--- config.mk ---
export PLATFORM = sky130hd
export DESIGN_NAME = ocu_mul
export DESIGN_NICKNAME = d
export VERILOG_FILES = /design/src/rtl/ocu_pkg.sv /design/src/rtl/ocu_mul.sv
export SDC_FILE = /design/constraint.sdc
export NUM_CORES = 1
export LEC_CHECK = 0
export BUFFER_PORTS_ARGS = -buffer_cell sky130_fd_sc_hd__buf_4
export CORE_MARGIN = 2
export CORE_UTILIZATION = 55
export CTS_CLUSTER_DIAMETER = 40
export DETAILED_ROUTE_END_ITERATION = 12
export PLACE_DENSITY = 0.78
export SLEW_MARGIN = 20
export SYNTH_ARGS = -nofsm -noshare
export SYNTH_HDL_FRONTEND = slang
export SYNTH_SLANG_ARGS = --single-unit
--- constraint.sdc ---
create_clock -name clock -period 13.5 [get_ports clock]
set_clock_uncertainty 0.2 [all_clocks]
set_input_delay 2.025 -clock clock [delete_from_list [all_inputs] [get_ports clock]]
set_output_delay 2.025 -clock clock [all_outputs]
set_load 0.05 [all_outputs]
--- src/rtl/ocu_pkg.sv ---
package ocu_pkg;

   localparam int FRAC_BITS         = 16;
   localparam int CORDIC_ITERATIONS = 24;
   localparam int ANG_FRAC          = 30;
   localparam int ANG_SHIFT         = ANG_FRAC - FRAC_BITS;

   localparam int FIELD_W    = 32;
   localparam int SAT_W      = 64;
   localparam int CORDIC_W   = 38;
   localparam int REM_W      = 34;
   localparam int ANGLE_W    = REM_W + 1;
   localparam int TURN_W     = 48;
   localparam int TURN_CNT_W = $clog2(TURN_W + 1);
   localparam int ITER_W     = $clog2(CORDIC_ITERATIONS + 1);
   localparam int MUL_W      = 40;
   localparam int MUL_DIGIT  = 4;
   localparam int MUL_STEPS  = MUL_W / MUL_DIGIT;
   localparam int MUL_CNT_W  = $clog2(MUL_STEPS + 1);
   localparam int TERM_W     = 2 * FIELD_W - FRAC_BITS;

   localparam logic signed [ANGLE_W-1:0] PI_Q30      = ANGLE_W'(64'sd3373259426);
   localparam logic signed [ANGLE_W-1:0] HALF_PI_Q30 = ANGLE_W'(64'sd1686629713);
   localparam logic signed [ANGLE_W-1:0] TWO_PI_Q30  = ANGLE_W'(64'sd6746518852);
   localparam logic signed [MUL_W-1:0]   INV_GAIN_Q30 = MUL_W'(64'sd652032875);

   localparam logic signed [SAT_W-1:0] FIELD_MAX = SAT_W'((64'sd1 <<< (FIELD_W - 1)) - 64'sd1);
   localparam logic signed [SAT_W-1:0] FIELD_MIN = -FIELD_MAX - SAT_W'(1);

   typedef enum logic [3:0] {
      ST_IDLE,
      ST_DIFF,
      ST_VEC,
      ST_MUL,
      ST_MOD_LOAD,
      ST_MOD,
      ST_FOLD,
      ST_ROT,
      ST_SUM_POS,
      ST_SUM_FOCUS,
      ST_DONE
   } ocu_state_type;

   typedef enum logic [3:0] {
      MUL_RHO,
      MUL_RMAG,
      MUL_RS,
      MUL_FOC_X,
      MUL_FOC_Y,
      MUL_FOC_Z,
      MUL_FWD_X,
      MUL_SIDE_X,
      MUL_FWD_Y,
      MUL_FWD_Z,
      MUL_SIDE_Z
   } mul_op_type;

   typedef struct packed {
      logic start;
      logic vectoring;
   } cordic_cmd_type;

   function automatic logic signed [ANGLE_W-1:0] atan_q30(input logic [4:0] i);
      logic signed [ANGLE_W-1:0] a;
      case (i)
         5'd0:  a = ANGLE_W'(64'sd843314857);
         5'd1:  a = ANGLE_W'(64'sd497837830);
         5'd2:  a = ANGLE_W'(64'sd263043837);
         5'd3:  a = ANGLE_W'(64'sd133525159);
         5'd4:  a = ANGLE_W'(64'sd67021687);
         5'd5:  a = ANGLE_W'(64'sd33543516);
         5'd6:  a = ANGLE_W'(64'sd16775851);
         5'd7:  a = ANGLE_W'(64'sd8388437);
         5'd8:  a = ANGLE_W'(64'sd4194283);
         5'd9:  a = ANGLE_W'(64'sd2097149);
         5'd10: a = ANGLE_W'(64'sd1048576);
         5'd11: a = ANGLE_W'(64'sd524288);
         5'd12: a = ANGLE_W'(64'sd262144);
         5'd13: a = ANGLE_W'(64'sd131072);
         5'd14: a = ANGLE_W'(64'sd65536);
         5'd15: a = ANGLE_W'(64'sd32768);
         5'd16: a = ANGLE_W'(64'sd16384);
         5'd17: a = ANGLE_W'(64'sd8192);
         5'd18: a = ANGLE_W'(64'sd4096);
         5'd19: a = ANGLE_W'(64'sd2048);
         5'd20: a = ANGLE_W'(64'sd1024);
         5'd21: a = ANGLE_W'(64'sd512);
         5'd22: a = ANGLE_W'(64'sd256);
         5'd23: a = ANGLE_W'(64'sd128);
         5'd24: a = ANGLE_W'(64'sd64);
         5'd25: a = ANGLE_W'(64'sd32);
         5'd26: a = ANGLE_W'(64'sd16);
         5'd27: a = ANGLE_W'(64'sd8);
         5'd28: a = ANGLE_W'(64'sd4);
         5'd29: a = ANGLE_W'(64'sd2);
         5'd30: a = ANGLE_W'(64'sd1);
         default: a = '0;
      endcase
      return a;
   endfunction

   function automatic logic signed [FIELD_W-1:0] sat_field(input logic signed [SAT_W-1:0] v);
      logic signed [FIELD_W-1:0] r;
      if (v > FIELD_MAX) begin
         r = FIELD_W'(FIELD_MAX);
      end else if (v < FIELD_MIN) begin
         r = FIELD_W'(FIELD_MIN);
      end else begin
         r = FIELD_W'(v);
      end
      return r;
   endfunction

endpackage

--- src/rtl/ocu_mul.sv ---
module ocu_mul (
   input  logic                                    clock,
   input  logic                                    reset,
   input  logic                                    start,
   input  logic signed [ocu_pkg::MUL_W-1:0]        a_in,
   input  logic signed [ocu_pkg::MUL_W-1:0]        b_in,
   output logic                                    done,
   output logic signed [2*ocu_pkg::MUL_W-1:0]      prod
);

   logic [2*ocu_pkg::MUL_W-1:0]    mcand_ff;
   logic [ocu_pkg::MUL_W-1:0]      mplier_ff;
   logic [2*ocu_pkg::MUL_W-1:0]    acc_ff;
   logic                           neg_ff;
   logic                           busy_ff;
   logic                           done_ff;
   logic [ocu_pkg::MUL_CNT_W-1:0]  cnt_ff;
   logic [ocu_pkg::MUL_W-1:0]      a_mag;
   logic [ocu_pkg::MUL_W-1:0]      b_mag;
   logic [2*ocu_pkg::MUL_W-1:0]    partial;

   assign a_mag = a_in[ocu_pkg::MUL_W-1] ? (~$unsigned(a_in)) + 1'b1 : $unsigned(a_in);
   assign b_mag = b_in[ocu_pkg::MUL_W-1] ? (~$unsigned(b_in)) + 1'b1 : $unsigned(b_in);

   // one 4-bit digit of the multiplier per cycle
   assign partial = mcand_ff * {{(2*ocu_pkg::MUL_W-ocu_pkg::MUL_DIGIT){1'b0}},
                                mplier_ff[ocu_pkg::MUL_DIGIT-1:0]};

   always_ff @(posedge clock) begin
      if (reset) begin
         busy_ff <= 1'b0;
         done_ff <= 1'b0;
         cnt_ff  <= '0;
      end else begin
         done_ff <= 1'b0;
         if (start) begin
            busy_ff <= 1'b1;
            cnt_ff  <= '0;
         end else if (busy_ff) begin
            cnt_ff <= cnt_ff + 1'b1;
            if (cnt_ff == ocu_pkg::MUL_CNT_W'(ocu_pkg::MUL_STEPS - 1)) begin
               busy_ff <= 1'b0;
               done_ff <= 1'b1;
            end
         end
      end
   end

   always_ff @(posedge clock) begin
      if (start) begin
         mcand_ff  <= {{ocu_pkg::MUL_W{1'b0}}, a_mag};
         mplier_ff <= b_mag;
         acc_ff    <= '0;
         neg_ff    <= a_in[ocu_pkg::MUL_W-1] ^ b_in[ocu_pkg::MUL_W-1];
      end else if (busy_ff) begin
         acc_ff    <= acc_ff + partial;
         mcand_ff  <= mcand_ff << ocu_pkg::MUL_DIGIT;
         mplier_ff <= mplier_ff >> ocu_pkg::MUL_DIGIT;
      end
   end

   assign done = done_ff;
   assign prod = neg_ff ? $signed((~acc_ff) + 1'b1) : $signed(acc_ff);

endmodule

# After elaboration in Yosys (flattened, before gate mapping)
# Index checks and enable logic that the tools add are counted.
# totals
ff_bits	207
in_bits	83
output_inout_bits	81
wordCells	34
# op_classes
add_sub_neg	5
n_mul	1
eq_ne	1
mux	11
n_bitwise	5
n_reduce_logical	3
# ops
cell	n
two-way mux 40 bit	6
adder 40 x 1 -> 40 bit, second input constant	2
adder 80 x 1 -> 80 bit, second input constant	1
adder 80 bit	1
multiplier 80 x 4 -> 80 bit	1
two-way mux 80 bit	1
inverter 40 bit	2
inverter 80 bit	1
adder 4 x 1 -> 4 bit, second input constant	1
== test 4 bit, second input constant	1
two-way mux 1 bit	4
OR reduction 3 bit	1
nonzero test 2 bit	1
OR reduction 2 bit	1
inverter 1 bit	1
bitwise XOR 1 bit	1

# Depth between registers and ports, before layout
# depth
ltp_word	4
ltp_mapped	21
mapped_depth_nobuf	18

# Worst setup path before layout
# Ideal clock, no wire load.
# synth_path
path_kind	register -> output
startpoint	reg acc_ff[7] in the netlist's numbering
endpoint	out prod[63] in the netlist's numbering
t_arrival_ns	4.109
required_ns	11.275
slack_ns	7.166
path_stages_with_launch	10
path_buffers	0
cell_sequence	dfxtp_1 > or4_4 > or4_1 > nand3b_1 > or4_1 > nand3b_1 > or4_1 > o41ai_4 > nand2_1 > xnor2_1
# synth_between
elab_chain_cells	3
# synth_rtl
item	line	rtl
start: declaration	ocu_mul.sv:13	logic [2*ocu_pkg::MUL_W-1:0] acc_ff;
start signal: assignment	ocu_mul.sv:56	acc_ff <= acc_ff + partial;
inverter 80 bit	ocu_mul.sv:63	assign prod = neg_ff ? $signed((~acc_ff) + 1'b1) : $signed(acc_ff);
adder 80 x 1 -> 80 bit	ocu_mul.sv:63	
two-way mux 80 bit	ocu_mul.sv:63	
end: declaration	ocu_mul.sv:8	output logic signed [2*ocu_pkg::MUL_W-1:0] prod
# Every way passes these cells.

# Final worst setup path
# layout_path
startpoint	reg acc_ff[7] in the netlist's numbering
endpoint	out prod[79] in the netlist's numbering
# Same word-level chain as after synthesis.

==> flow_metrics.py <==
metrics = {
    "route": {
        "drtIter0Drc": 1406,
        "via_count": 20300,
        "via_per_inst": 5.91,
        "drt.antenna.violating_nets": 0,
        "first_pass_iters": 5,
        "wirelength_um": 64800,
        "drc": 0,
        "routedWlPerCell_um": 18.9,
    },
    "worst_setup_path": {
        "cp_common_cell": "or4_1",
        "cp_max_fo": 7,
        "crit_type": "register to primary output",
        "cp_cell_sequence": "or4_4 -> or4_1 -> nand3b_1 -> or4_1 -> nand3b_1 -> or4_1 -> o41ai_4 -> nand2_1 -> a21oi_1 -> xnor2_1 -> buf_4",
        "max_stage_delay_ns": 0.63,
        "start_kind": "register",
        "cp_data_arrival_time_ns": 5.23,
        "slowest_stage": "or4_1",
        "cp-end-kind": "primary output",
        "cp.required_ns": 11.27,
    },
    "yosys": {
        "async_flop_share": 0,
        "synth_area_leaders": "fa_1 (20%), dfxtp_1 (11%), edfxtp_1 (10%)",
        "synth_seq_cells": 207,
        "ys_warn_count": 0,
        "syn_nets": 3172,
        "synthesis.instances": 2771,
        "syn_area_per_cell_um2": 8.48,
        "synth_cell_types": 67,
        "synthDominantCellAreaShare": 0.196,
        "synth_largest_area_cell": "fa_1",
        "syn_area_um2": 23500,
        "yosysSeqAreaShare": 0.211,
        "ys.flop_type": "dfxtp_1",
        "synth-edff-count": 81,
    },
    "floorplan": {
        "rows": 75,
        "die_width_um": 211,
        "initial_utilization": 0.559,
        "io_pins": 164,
        "dieArea_um2": 44400,
        "die_y_um": 211,
        "coreArea_um2": 42000,
    },
    "cells_and_area": {
        "num-nets-final": 3255,
        "instances_no_fill": 3429,
        "most-common-layout-cells": "inv_1 (333), and2_1 (281), fa_1 (230), nor2_1 (212), a21oi_1 (187)",
        "final_common_cell": "inv_1",
        "area_delta_synth_final_pct": 12.8,
        "antenna_cells": 0,
        "fin_area_um2": 26500,
        "drive_gt1_frac": 0.0993,
        "utilization": 0.631,
    },
    "power_and_ir_drop": {
        "peakVddDrop_v": 0.000124,
        "leakage_nw": 12.2,
        "power.density_nw_per_um2": 183,
    },
    "hold_path": {
        "hold_class": "register to register",
    },
    "placed_design": {
        "post_dp_cell_area_um2": 25000,
        "hpwl_um": 49500,
        "io_buffers": 163,
        "dp_cells": 3347,
        "gp_congestion": 0.978,
    },
    "timing": {
        "hold_viol": 0,
        "grt_setup_unrepaired": "false",
        "max_clock_freq_mhz": 134,
        "period_minus_slack_ns": 7.45,
        "setup_tns_ns": 0,
        "slew_headroom": 0.231,
        "slew_violations": 0,
        "post-route-period-util": 0.552,
        "worstMarginPinSlew_ns": 1.14,
        "setup_viol": 0,
    },
    "run": {
        "cap_violations": 0,
    },
    "grt": {
        "grt_overflow": 0,
        "globalRouteTotalUtil": 0.298,
        "grt_max_degree": 113,
        "grt_pass1_wl_um": 106000,
        "antenna_found_initial": 3,
        "grt_pass1_vias": 20600,
    },
    "cts": {
        "holdBufCountCts": 0,
        "cts_buffers": 44,
        "clockBufferDepth": 3,
        "cts_htree_levels": 2,
        "cts_resized": 0,
        "clock-sinks": 207,
        "path_clk_slew_ns": 0.05,
        "cts_setup_buffers": 0,
        "clock_latency_ns": 0.57,
        "cts_tree": "done",
        "root_buffer": "clkbuf_16",
    },
    "status": {
        "status": "finished clean",
    },
}
worst paths after layout:
| kind | cells after the start | startpoint | slack, ns | endpoint |
|---|---|---|---|---|
| min | 1 | acc_ff[70] | 0.29 | acc_ff[70] |
| max | 11 | acc_ff[7] | 6.05 | prod[79] |
| max reg2reg | 18 | mplier_ff[2] | 6.19 | acc_ff[38] |
| min reg2reg | 1 | acc_ff[70] | 0.29 | acc_ff[70] |
report_power, final:
group	switching [mW]	leakage, nW	total (mW)	internal [mW]
clock	0.398	0.721	1.11	0.712
combinational	1.85	9.65	2.91	1.06
sequential	0.100	1.83	0.830	0.730
critical path, delay by kind of cell, from the launching register on:
| family | cells | cell delay, ns |
|---|---|---|
| buffers and inverters | 1 | 0.22 |
| AO/OA/AOI/OAI | 2 | 0.64 |
| XOR/XNOR | 1 | 0.15 |
| AND/OR/NAND/NOR | 7 | 3.30 |
| flip-flops | 1 | 0.37 |
layout make-up:
cell class	instances	area [um2]
clock buffers	53	1220
clock inverters	29	298
fillers	3587	15500
inverters	334	1260
multi-input cells	2089	16800
flip-flops and latches	207	4960
well taps	539	674
repair buffers	178	1340
synth_stat cells, types with 88 or more instances:
master	count
inv_1	334
ha_1	88
clkbuf_1	130
xnor2_1	119
fa_1	230
o21ai_0	109
nor2_1	214
xor2_1	99
and2_1	281
dfxtp_1	126
a21oi_1	187
nand2_1	170
state kept, by name, summed over array words and instances (netlist names):
| signal | flops |
|---|---|
| acc_ff | 80 |
| mcand_ff | 80 |
| mplier_ff | 40 |
| cnt_ff | 4 |
| busy_ff | 1 |
| done | 1 |
| neg_ff | 1 |
per-stage QoR:
stage / total power, mW / worst slack, ns / hold WS [ns]
global placement: 3.67 / 6.63 / 0.273
CTS: 4.83 / 6.04 / 0.293
finish: 4.85 / 6.05 / 0.288
floorplan: 2.98 / 7.17 / 0.258
global route: 5.20 / 5.88 / 0.318
detailed placement: 3.71 / 6.51 / 0.281
logic make-up after synthesis:
group / count (synthesis) / synth area share
AND/OR/NAND/NOR: 920 / 0.207
AO/OA/AOI/OAI: 552 / 0.148
buffers and inverters: 475 / 0.0760
adder cells (fa/ha/maj): 318 / 0.243
XOR/XNOR: 218 / 0.0812
flip-flops: 207 / 0.211
multiplexers: 81 / 0.0346
routing by layer:
metal,vias up,track usage,routed length [um]
met2,814,0.490,30400
met3,165,0.0589,5140
met1,9824,0.390,26800
li1,9467,-,-
met5,-,0,26
met4,4,0.113,2450
Power figures use the tool's default switching activity.
