$ cat config.mk
export PLATFORM = sky130hd
export DESIGN_NAME = ocu_cordic
export DESIGN_NICKNAME = d
export VERILOG_FILES = /design/src/rtl/ocu_pkg.sv /design/src/rtl/ocu_cordic.sv
export SDC_FILE = /design/constraint.sdc
export NUM_CORES = 1
export LEC_CHECK = 0
export BUFFER_PORTS_ARGS = -buffer_cell sky130_fd_sc_hd__buf_4
export CORE_ASPECT_RATIO = 1.5
export CORE_MARGIN = 8
export CORE_UTILIZATION = 50
export CTS_CLUSTER_DIAMETER = 30
export DETAILED_ROUTE_END_ITERATION = 16
export HOLD_SLACK_MARGIN = 0.12
export PLACE_DENSITY = 0.78
export REMOVE_ABC_BUFFERS = 1
export SETUP_SLACK_MARGIN = 0.5
export SYNTH_ARGS = -nofsm -noshare
export SYNTH_HDL_FRONTEND = slang
export SYNTH_SLANG_ARGS = --single-unit
$ cat constraint.sdc
create_clock -name clock -period 12.5 [get_ports clock]
set_input_delay 1.875 -clock clock [delete_from_list [all_inputs] [get_ports clock]]
set_output_delay 1.875 -clock clock [all_outputs]
set_load 0.05 [all_outputs]
$ cat src/rtl/ocu_pkg.sv
package ocu_pkg;

   localparam int FRAC_BITS         = 16;
   localparam int CORDIC_ITERATIONS = 24;
   localparam int ANG_FRAC          = 30;
   localparam int ANG_SHIFT         = ANG_FRAC - FRAC_BITS;

   localparam int FIELD_W    = 32;
   localparam int SAT_W      = 64;
   localparam int CORDIC_W   = 38;
   localparam int REM_W      = 34;
   localparam int ANGLE_W    = REM_W + 1;
   localparam int TURN_W     = 48;
   localparam int TURN_CNT_W = $clog2(TURN_W + 1);
   localparam int ITER_W     = $clog2(CORDIC_ITERATIONS + 1);
   localparam int MUL_W      = 40;
   localparam int MUL_DIGIT  = 4;
   localparam int MUL_STEPS  = MUL_W / MUL_DIGIT;
   localparam int MUL_CNT_W  = $clog2(MUL_STEPS + 1);
   localparam int TERM_W     = 2 * FIELD_W - FRAC_BITS;

   localparam logic signed [ANGLE_W-1:0] PI_Q30      = ANGLE_W'(64'sd3373259426);
   localparam logic signed [ANGLE_W-1:0] HALF_PI_Q30 = ANGLE_W'(64'sd1686629713);
   localparam logic signed [ANGLE_W-1:0] TWO_PI_Q30  = ANGLE_W'(64'sd6746518852);
   localparam logic signed [MUL_W-1:0]   INV_GAIN_Q30 = MUL_W'(64'sd652032875);

   localparam logic signed [SAT_W-1:0] FIELD_MAX = SAT_W'((64'sd1 <<< (FIELD_W - 1)) - 64'sd1);
   localparam logic signed [SAT_W-1:0] FIELD_MIN = -FIELD_MAX - SAT_W'(1);

   typedef enum logic [3:0] {
      ST_IDLE,
      ST_DIFF,
      ST_VEC,
      ST_MUL,
      ST_MOD_LOAD,
      ST_MOD,
      ST_FOLD,
      ST_ROT,
      ST_SUM_POS,
      ST_SUM_FOCUS,
      ST_DONE
   } ocu_state_type;

   typedef enum logic [3:0] {
      MUL_RHO,
      MUL_RMAG,
      MUL_RS,
      MUL_FOC_X,
      MUL_FOC_Y,
      MUL_FOC_Z,
      MUL_FWD_X,
      MUL_SIDE_X,
      MUL_FWD_Y,
      MUL_FWD_Z,
      MUL_SIDE_Z
   } mul_op_type;

   typedef struct packed {
      logic start;
      logic vectoring;
   } cordic_cmd_type;

   function automatic logic signed [ANGLE_W-1:0] atan_q30(input logic [4:0] i);
      logic signed [ANGLE_W-1:0] a;
      case (i)
         5'd0:  a = ANGLE_W'(64'sd843314857);
         5'd1:  a = ANGLE_W'(64'sd497837830);
         5'd2:  a = ANGLE_W'(64'sd263043837);
         5'd3:  a = ANGLE_W'(64'sd133525159);
         5'd4:  a = ANGLE_W'(64'sd67021687);
         5'd5:  a = ANGLE_W'(64'sd33543516);
         5'd6:  a = ANGLE_W'(64'sd16775851);
         5'd7:  a = ANGLE_W'(64'sd8388437);
         5'd8:  a = ANGLE_W'(64'sd4194283);
         5'd9:  a = ANGLE_W'(64'sd2097149);
         5'd10: a = ANGLE_W'(64'sd1048576);
         5'd11: a = ANGLE_W'(64'sd524288);
         5'd12: a = ANGLE_W'(64'sd262144);
         5'd13: a = ANGLE_W'(64'sd131072);
         5'd14: a = ANGLE_W'(64'sd65536);
         5'd15: a = ANGLE_W'(64'sd32768);
         5'd16: a = ANGLE_W'(64'sd16384);
         5'd17: a = ANGLE_W'(64'sd8192);
         5'd18: a = ANGLE_W'(64'sd4096);
         5'd19: a = ANGLE_W'(64'sd2048);
         5'd20: a = ANGLE_W'(64'sd1024);
         5'd21: a = ANGLE_W'(64'sd512);
         5'd22: a = ANGLE_W'(64'sd256);
         5'd23: a = ANGLE_W'(64'sd128);
         5'd24: a = ANGLE_W'(64'sd64);
         5'd25: a = ANGLE_W'(64'sd32);
         5'd26: a = ANGLE_W'(64'sd16);
         5'd27: a = ANGLE_W'(64'sd8);
         5'd28: a = ANGLE_W'(64'sd4);
         5'd29: a = ANGLE_W'(64'sd2);
         5'd30: a = ANGLE_W'(64'sd1);
         default: a = '0;
      endcase
      return a;
   endfunction

   function automatic logic signed [FIELD_W-1:0] sat_field(input logic signed [SAT_W-1:0] v);
      logic signed [FIELD_W-1:0] r;
      if (v > FIELD_MAX) begin
         r = FIELD_W'(FIELD_MAX);
      end else if (v < FIELD_MIN) begin
         r = FIELD_W'(FIELD_MIN);
      end else begin
         r = FIELD_W'(v);
      end
      return r;
   endfunction

endpackage

$ cat src/rtl/ocu_cordic.sv
module ocu_cordic (
   input  logic                                  clock,
   input  logic                                  reset,
   input  ocu_pkg::cordic_cmd_type               cmd,
   input  logic signed [ocu_pkg::CORDIC_W-1:0]   x_in,
   input  logic signed [ocu_pkg::CORDIC_W-1:0]   y_in,
   input  logic signed [ocu_pkg::ANGLE_W-1:0]    z_in,
   output logic                                  done,
   output logic signed [ocu_pkg::CORDIC_W-1:0]   x_out,
   output logic signed [ocu_pkg::CORDIC_W-1:0]   y_out,
   output logic signed [ocu_pkg::ANGLE_W-1:0]    z_out
);

   logic signed [ocu_pkg::CORDIC_W-1:0] x_ff;
   logic signed [ocu_pkg::CORDIC_W-1:0] y_ff;
   logic signed [ocu_pkg::ANGLE_W-1:0]  z_ff;
   logic [ocu_pkg::ITER_W-1:0]          iter_ff;
   logic                                busy_ff;
   logic                                vec_ff;
   logic                                done_ff;
   logic                                sigma_pos;
   logic signed [ocu_pkg::CORDIC_W-1:0] xs;
   logic signed [ocu_pkg::CORDIC_W-1:0] ys;
   logic signed [ocu_pkg::ANGLE_W-1:0]  ang;

   // vectoring drives y to zero, rotation drives z to zero
   assign sigma_pos = vec_ff ? y_ff[ocu_pkg::CORDIC_W-1] : !z_ff[ocu_pkg::ANGLE_W-1];
   assign xs  = x_ff >>> iter_ff;
   assign ys  = y_ff >>> iter_ff;
   assign ang = ocu_pkg::atan_q30(5'(iter_ff));

   always_ff @(posedge clock) begin
      if (reset) begin
         busy_ff <= 1'b0;
         done_ff <= 1'b0;
         iter_ff <= '0;
         vec_ff  <= 1'b0;
      end else begin
         done_ff <= 1'b0;
         if (cmd.start) begin
            busy_ff <= 1'b1;
            iter_ff <= '0;
            vec_ff  <= cmd.vectoring;
         end else if (busy_ff) begin
            iter_ff <= iter_ff + 1'b1;
            if (iter_ff == ocu_pkg::ITER_W'(ocu_pkg::CORDIC_ITERATIONS - 1)) begin
               busy_ff <= 1'b0;
               done_ff <= 1'b1;
            end
         end
      end
   end

   always_ff @(posedge clock) begin
      if (cmd.start) begin
         if (cmd.vectoring && x_in[ocu_pkg::CORDIC_W-1]) begin
            // left half plane: turn by pi first
            x_ff <= -x_in;
            y_ff <= -y_in;
            z_ff <= y_in[ocu_pkg::CORDIC_W-1] ? -ocu_pkg::PI_Q30 : ocu_pkg::PI_Q30;
         end else begin
            x_ff <= x_in;
            y_ff <= y_in;
            z_ff <= cmd.vectoring ? '0 : z_in;
         end
      end else if (busy_ff) begin
         x_ff <= sigma_pos ? x_ff - ys : x_ff + ys;
         y_ff <= sigma_pos ? y_ff + xs : y_ff - xs;
         z_ff <= sigma_pos ? z_ff - ang : z_ff + ang;
      end
   end

   assign done  = done_ff;
   assign x_out = x_ff;
   assign y_out = y_ff;
   assign z_out = z_ff;

endmodule
==> Word level (Yosys, flattened, before mapping) <==
Memory sizes are Yosys's and may differ from the RTL's. A register that Yosys moved wholly into a read port is not among the register bits.
Cells that the tools add are included.
{ "totals": {"elab_cells": 47, "ff_bits": 119, "romBits": 960, "in_bits": 115, "latchBits": 0, "mem_bits_rw": 0, "memories": 1} }
{ "memory_table": {"columns": ["name", "depth", "word_bits", "read_ports", "rd_clocked_by_memory_dff", "wr", "line_no", "source"], "rows": [
  ["(no name shown)", 32, 30, 1, 1, 0, "ocu_pkg.sv:65", "case (i)"]
]} }
{ "classes": {"reduce_logical": 5, "magnitude_cmp": 0, "mul": 0, "n_mux": 21, "bitwise_logic": 1, "add_sub_neg": 9, "eq_ne": 1, "n_shift": 2, "n_div": 0} }
{ "op_table": {"columns": ["cell", "n"], "rows": [
  ["$mux W38", 8],
  ["$mux W35", 6],
  ["$add A38 B38 Y38", 2],
  ["$neg A38 Y38", 2],
  ["$sshr A38 B5 Y38", 2],
  ["$sub A38 B38 Y38", 2],
  ["$add A35 B35 Y35", 1],
  ["$sub A35 B35 Y35", 1],
  ["$mux W5", 2],
  ["$add A5 B1 Y5 const B", 1],
  ["$eq A5 B5 Y1 const B", 1],
  ["$mux W1", 5],
  ["$reduce_or A3 Y1", 1],
  ["$reduce_bool A2 Y1", 1],
  ["$reduce_or A2 Y1", 1],
  ["$logic_and A1 B1 Y1", 1],
  ["$logic_not A1 Y1", 1],
  ["$not A1 Y1", 1]
]} }

==> Depth between registers and ports, before layout <==
{ "depth": {"ltp_word": 5, "ltp_mapped": 29, "mapped_depth_nobuf": 23} }

==> Worst setup path after synthesis <==
No wires, ideal clock.
{ "synth_timing": {"kind": "reg2reg", "start": "register iter_ff[1] (netlist name)", "end": "register x_ff, in the netlist x_out[26] (data pin)", "setup_slack_ns": 6.455, "stages_incl_launch_ff": 29, "setup_time_ns": 0.278, "period_less_slack_ns": 6.045, "t_required_ns": 12.222, "t_arrival_ns": 5.767, "path_cell_list": "dfxtp_1 -> buf_6 -> buf_12 -> buf_6 -> buf_6 -> buf_2 -> buf_2 -> mux4_2 -> mux2_2 -> a22oi_1 -> o21ai_0 -> inv_1 -> ha_1 -> inv_1 -> a2111oi_1 -> nor2b_1 -> a21oi_1 -> xnor2_1 -> ha_1 -> and4_1 -> and2_1 -> o21ai_0 -> a21oi_1 -> or2_2 -> a221o_1 -> a21oi_1 -> o21ai_0 -> a2111oi_0 -> a221oi_1"} }
{ "synth_via": {"elab_chain_cells": 5, "word_cells_on_any_way": 6} }
{ "synth_rtl": {"columns": ["item", "line_no", "source"], "rows": [
  ["start: declaration", "ocu_cordic.sv:17", "logic [ocu_pkg::ITER_W-1:0] iter_ff;"],
  ["start signal: assignment", "ocu_cordic.sv:45", "iter_ff <= iter_ff + 1'b1;"],
  ["$sshr A38 B5 Y38 *", "ocu_cordic.sv:29", "assign ys = y_ff >>> iter_ff;"],
  ["$add A38 B38 Y38 / $sub A38 B38 Y38 (equally long branches)", "ocu_cordic.sv:67", "x_ff <= sigma_pos ? x_ff - ys : x_ff + ys;"],
  ["$mux W38 *", "ocu_cordic.sv:67", null],
  ["$mux W38 *", "ocu_cordic.sv:66", "end else if (busy_ff) begin"],
  ["$mux W38 *", "ocu_cordic.sv:55", "if (cmd.start) begin"],
  ["end signal: assignment", "ocu_cordic.sv:58", "x_ff <= -x_in;"],
  ["end signal: assignment", "ocu_cordic.sv:62", "x_ff <= x_in;"],
  ["end signal: assignment", "ocu_cordic.sv:67", null],
  ["end: declaration", "ocu_cordic.sv:14", "logic signed [ocu_pkg::CORDIC_W-1:0] x_ff;"]
]} }
Mark *: on every way between the ends. The rest lies on a longest branch, timed or not. The select of a mux whose other input is x is not followed.
A chain may end at the register's enable or synchronous reset.

==> Worst setup path in the final report <==
{ "layout_timing": {"start": "register iter_ff[1] (netlist name)", "end": "register x_ff, in the netlist x_out[37] (data pin)"} }
Same word-level chain as after synthesis.

==> metrics.yaml <==
route:
  drt-total-wl_um: 74600
  via_per_inst: 6.62
  drc: 0
  vias: 20300
  post_drt_wl_per_cell_um: 24.4
  drt_pass1_iterations: 5
  drt-initial-drc-count: 1756
  antenna_left: 0
cts:
  cts.sinks: 149
  cts_hold_buf: 0
  cts_tree: "yes"
  cts_buffer_depth: 2
  clk_latency_ns: 0.46
  post_cts_buffers: 0
  htreeDepth: 4
  cts.root.buffer_cell: "clkbuf_16"
  numCtsBuffers: 17
  clkTransAtPathRegs_ns: 0.07
  cts_resized: 0
hold_path:
  hold_depth: 2
  min_path_type: "register to register"
grt:
  track_usage_pct: 30.5
  first_global_vias: 20200
  grt_max_degree: 87
  grt_overflow: 0
  grt_pass1_wl_um: 115000
  antenna_found_initial: 0
timing:
  clock_skew_ns: 0.0175
  finalSetupViolCount: 0
  setup_ws_ns: 4.39
  hold_viol_final: 0
  period_needed_ns: 8.11
  maxSlewHeadroom_pct: 26.1
  max_freq_mhz: 123
  slew_violations: 0
  rsz0062_at_grt: "false"
  period_share_pct: 64.9
  worst_pin_slew_ns: 1.10
  fin_tns_setup_ns: 0
floorplanning:
  core_area_sq_um: 40100
  ioPinCount: 227
  num_rows: 90
  die_w_um: 180
  start_util_pct: 50.6
  dieArea_sq_um: 47400
  die_h_um: 263
yosys:
  synth_largest_area_cell: "edfxtp_1"
  synthTopCellsByArea: "edfxtp_1 (16%), mux4_2 (9.8%), ha_1 (7.5%), xnor2_1 (5.9%), a21oi_1 (5.8%)"
  synthArstFlopShare_pct: 0
  netlist_instances: 2407
  synth_seq_area_share_pct: 20.2
  ys.flop_type: "edfxtp_1"
  yosysUniqueCellTypes: 100
  ys_ff_latch: 149
  synth_edf_count: 111
  synth.top_cell.area_share_pct: 16.4
  ys_warn_count: 0
  syn_area_sq_um: 20300
  syn_area_per_cell_sq_um: 8.43
status:
  status: "finished, final reports clean"
worst_setup_path:
  worst_path_max_delay_cell: "a2111oi_1"
  critPathKind: "register to register"
  cp.required_ns: 12.69
  critPathMaxFanout: 70
  cpPeakStageDelay_ns: 0.95
  crit_chain: "buf_4 -> mux4_2 -> mux2i_1 -> mux4_2 -> ha_1 -> inv_1 -> a2111oi_1 -> nand4b_1 -> nor4_1 -> nor2_1 -> xor2_1 -> ha_1 -> and2_1 -> nand2_1 -> nor3_1 -> inv_1 -> a31oi_1 -> o2111ai_1 -> a311oi_1 -> a41o_1 -> or3_1 -> a31oi_1"
  arrival_ns: 8.30
  end_kind: "register"
  reg2reg_depth: 22
  critPathLaunchType: "register"
final_layout:
  stdcell_area_sq_um: 22800
  area.growth.synth_to_final_pct: 12.5
  nets: 2779
  drive_gt1_share_pct: 18.4
placement:
  hpwlAfterDp_um: 57500
  place.gp.congestion: 1.01
  preCtsSetupSlack_ns: 4.58
  portBuffers: 226
  place_area_sq_um: 22200
job:
  max_cap_viol_count: 0
-- path summary, 6_finish.rpt --
check        startpoint         to  slack [ns]
max          iter_ff[1]  x_out[37]        4.39
min              vec_ff     vec_ff        0.58
max reg2reg  iter_ff[1]  x_out[37]        4.39
min reg2reg      vec_ff     vec_ff        0.58
-- cells in the final DEF, fill, tap and decap left out, drive strengths merged, types with 19 or more instances in the layout --
| master | instances |
|---|---|
| a21o | 50 |
| a21oi | 237 |
| a31oi | 31 |
| and2 | 22 |
| and3 | 21 |
| buf | 246 |
| clkbuf | 19 |
| dfxtp | 38 |
| edfxtp | 111 |
| ha | 122 |
| inv | 90 |
| mux2 | 47 |
| mux2i | 52 |
| mux4 | 90 |
| nand2 | 201 |
| nand2b | 22 |
| nand3 | 31 |
| nor2 | 180 |
| nor3 | 54 |
| nor4 | 22 |
| o21a | 29 |
| o21ai | 223 |
| o21bai | 19 |
| o31ai | 42 |
| or3 | 26 |
| xnor2 | 137 |
| xor2 | 112 |
-- logic make-up (layout without fill, tap and decap cells) --
logic type	count (synthesis)	count (layout)	synth area share [%]
AOI/OAI and AO/OA	811	811	25.2
xor gates and xnor gates	249	249	10.8
adders and majority gates	125	125	7.82
buffers and inverters	215	360	4.58
DFF	149	149	20.2
muxes	189	189	15.2
other	0	1	0
and+or+nand+nor	669	669	16.3
-- registers in the layout, indices dropped and copies added (netlist names) --
| name | count |
|---|---|
| ang | 30 |
| busy_ff | 1 |
| done | 1 |
| iter_ff | 5 |
| vec_ff | 1 |
| x_out | 38 |
| y_out | 38 |
| z_out | 35 |
-- stage by stage --
stage / instances / hold WS, ns / util [%]
after floorplan: 2274 / 0.500 / -
after global placement: 3026 / 0.572 / 55.3
after detailed placement: 3026 / 0.577 / 55.3
after CTS: 3058 / 0.586 / 56.9
after global routing: 3058 / 0.630 / 56.9
final: 3059 / 0.582 / 56.9
-- Yosys cell counts, types with 19 or more instances --
master      n
a21oi_1   237
nor2_1    180
nor3_1     53
a31oi_1    31
mux4_2     88
nand2b_1   22
or3_1      26
and3_1     21
mux2i_1    52
nand3_1    31
edfxtp_1  111
nand2_1   200
dfxtp_1    38
mux2_2     44
o31ai_1    42
and2_1     21
o21ai_0   213
inv_1      75
ha_1      122
clkbuf_1   82
a21o_1     50
xor2_1    112
o21a_1     29
nor4_1     19
xnor2_1   137
buf_1      20
o21bai_1   19
-- cell type report --
type | count | area (sq um)
clock buffers | 19 | 475
fillers | 3644 | 17300
multi-input cells | 2043 | 15300
inverters | 82 | 308
diodes | 1 | 2.50
clock inverters | 13 | 151
flip-flops and latches | 149 | 4110
repair buffers | 246 | 1850
well taps | 506 | 633
-- critical path: cells and delay by family, from the launching register on --
family / cells / cell delay, ns
adder cells (fa/ha/maj): 2 / 0.52
flip-flops: 1 / 0.74
multiplexers: 3 / 1.50
AO/OA/AOI/OAI: 6 / 2.12
AND/OR/NAND/NOR: 7 / 1.81
XOR/XNOR: 1 / 0.18
buffers and inverters: 3 / 0.94
-- layer usage --
metal  routed length [um]  up-vias  track usage, %  part of all wire (%)
met2                38700      879            55.9                    52
li1                     -     9391               -                     -
met3                 4090      241            4.50                   5.5
met5                    0        -               0                     0
met1                27100     9749            32.4                    36
met4                 4730        0            18.6                   6.3
Power is not shown: default switching activity piles up to over one toggle a cycle in this logic, so the estimate is an artifact.
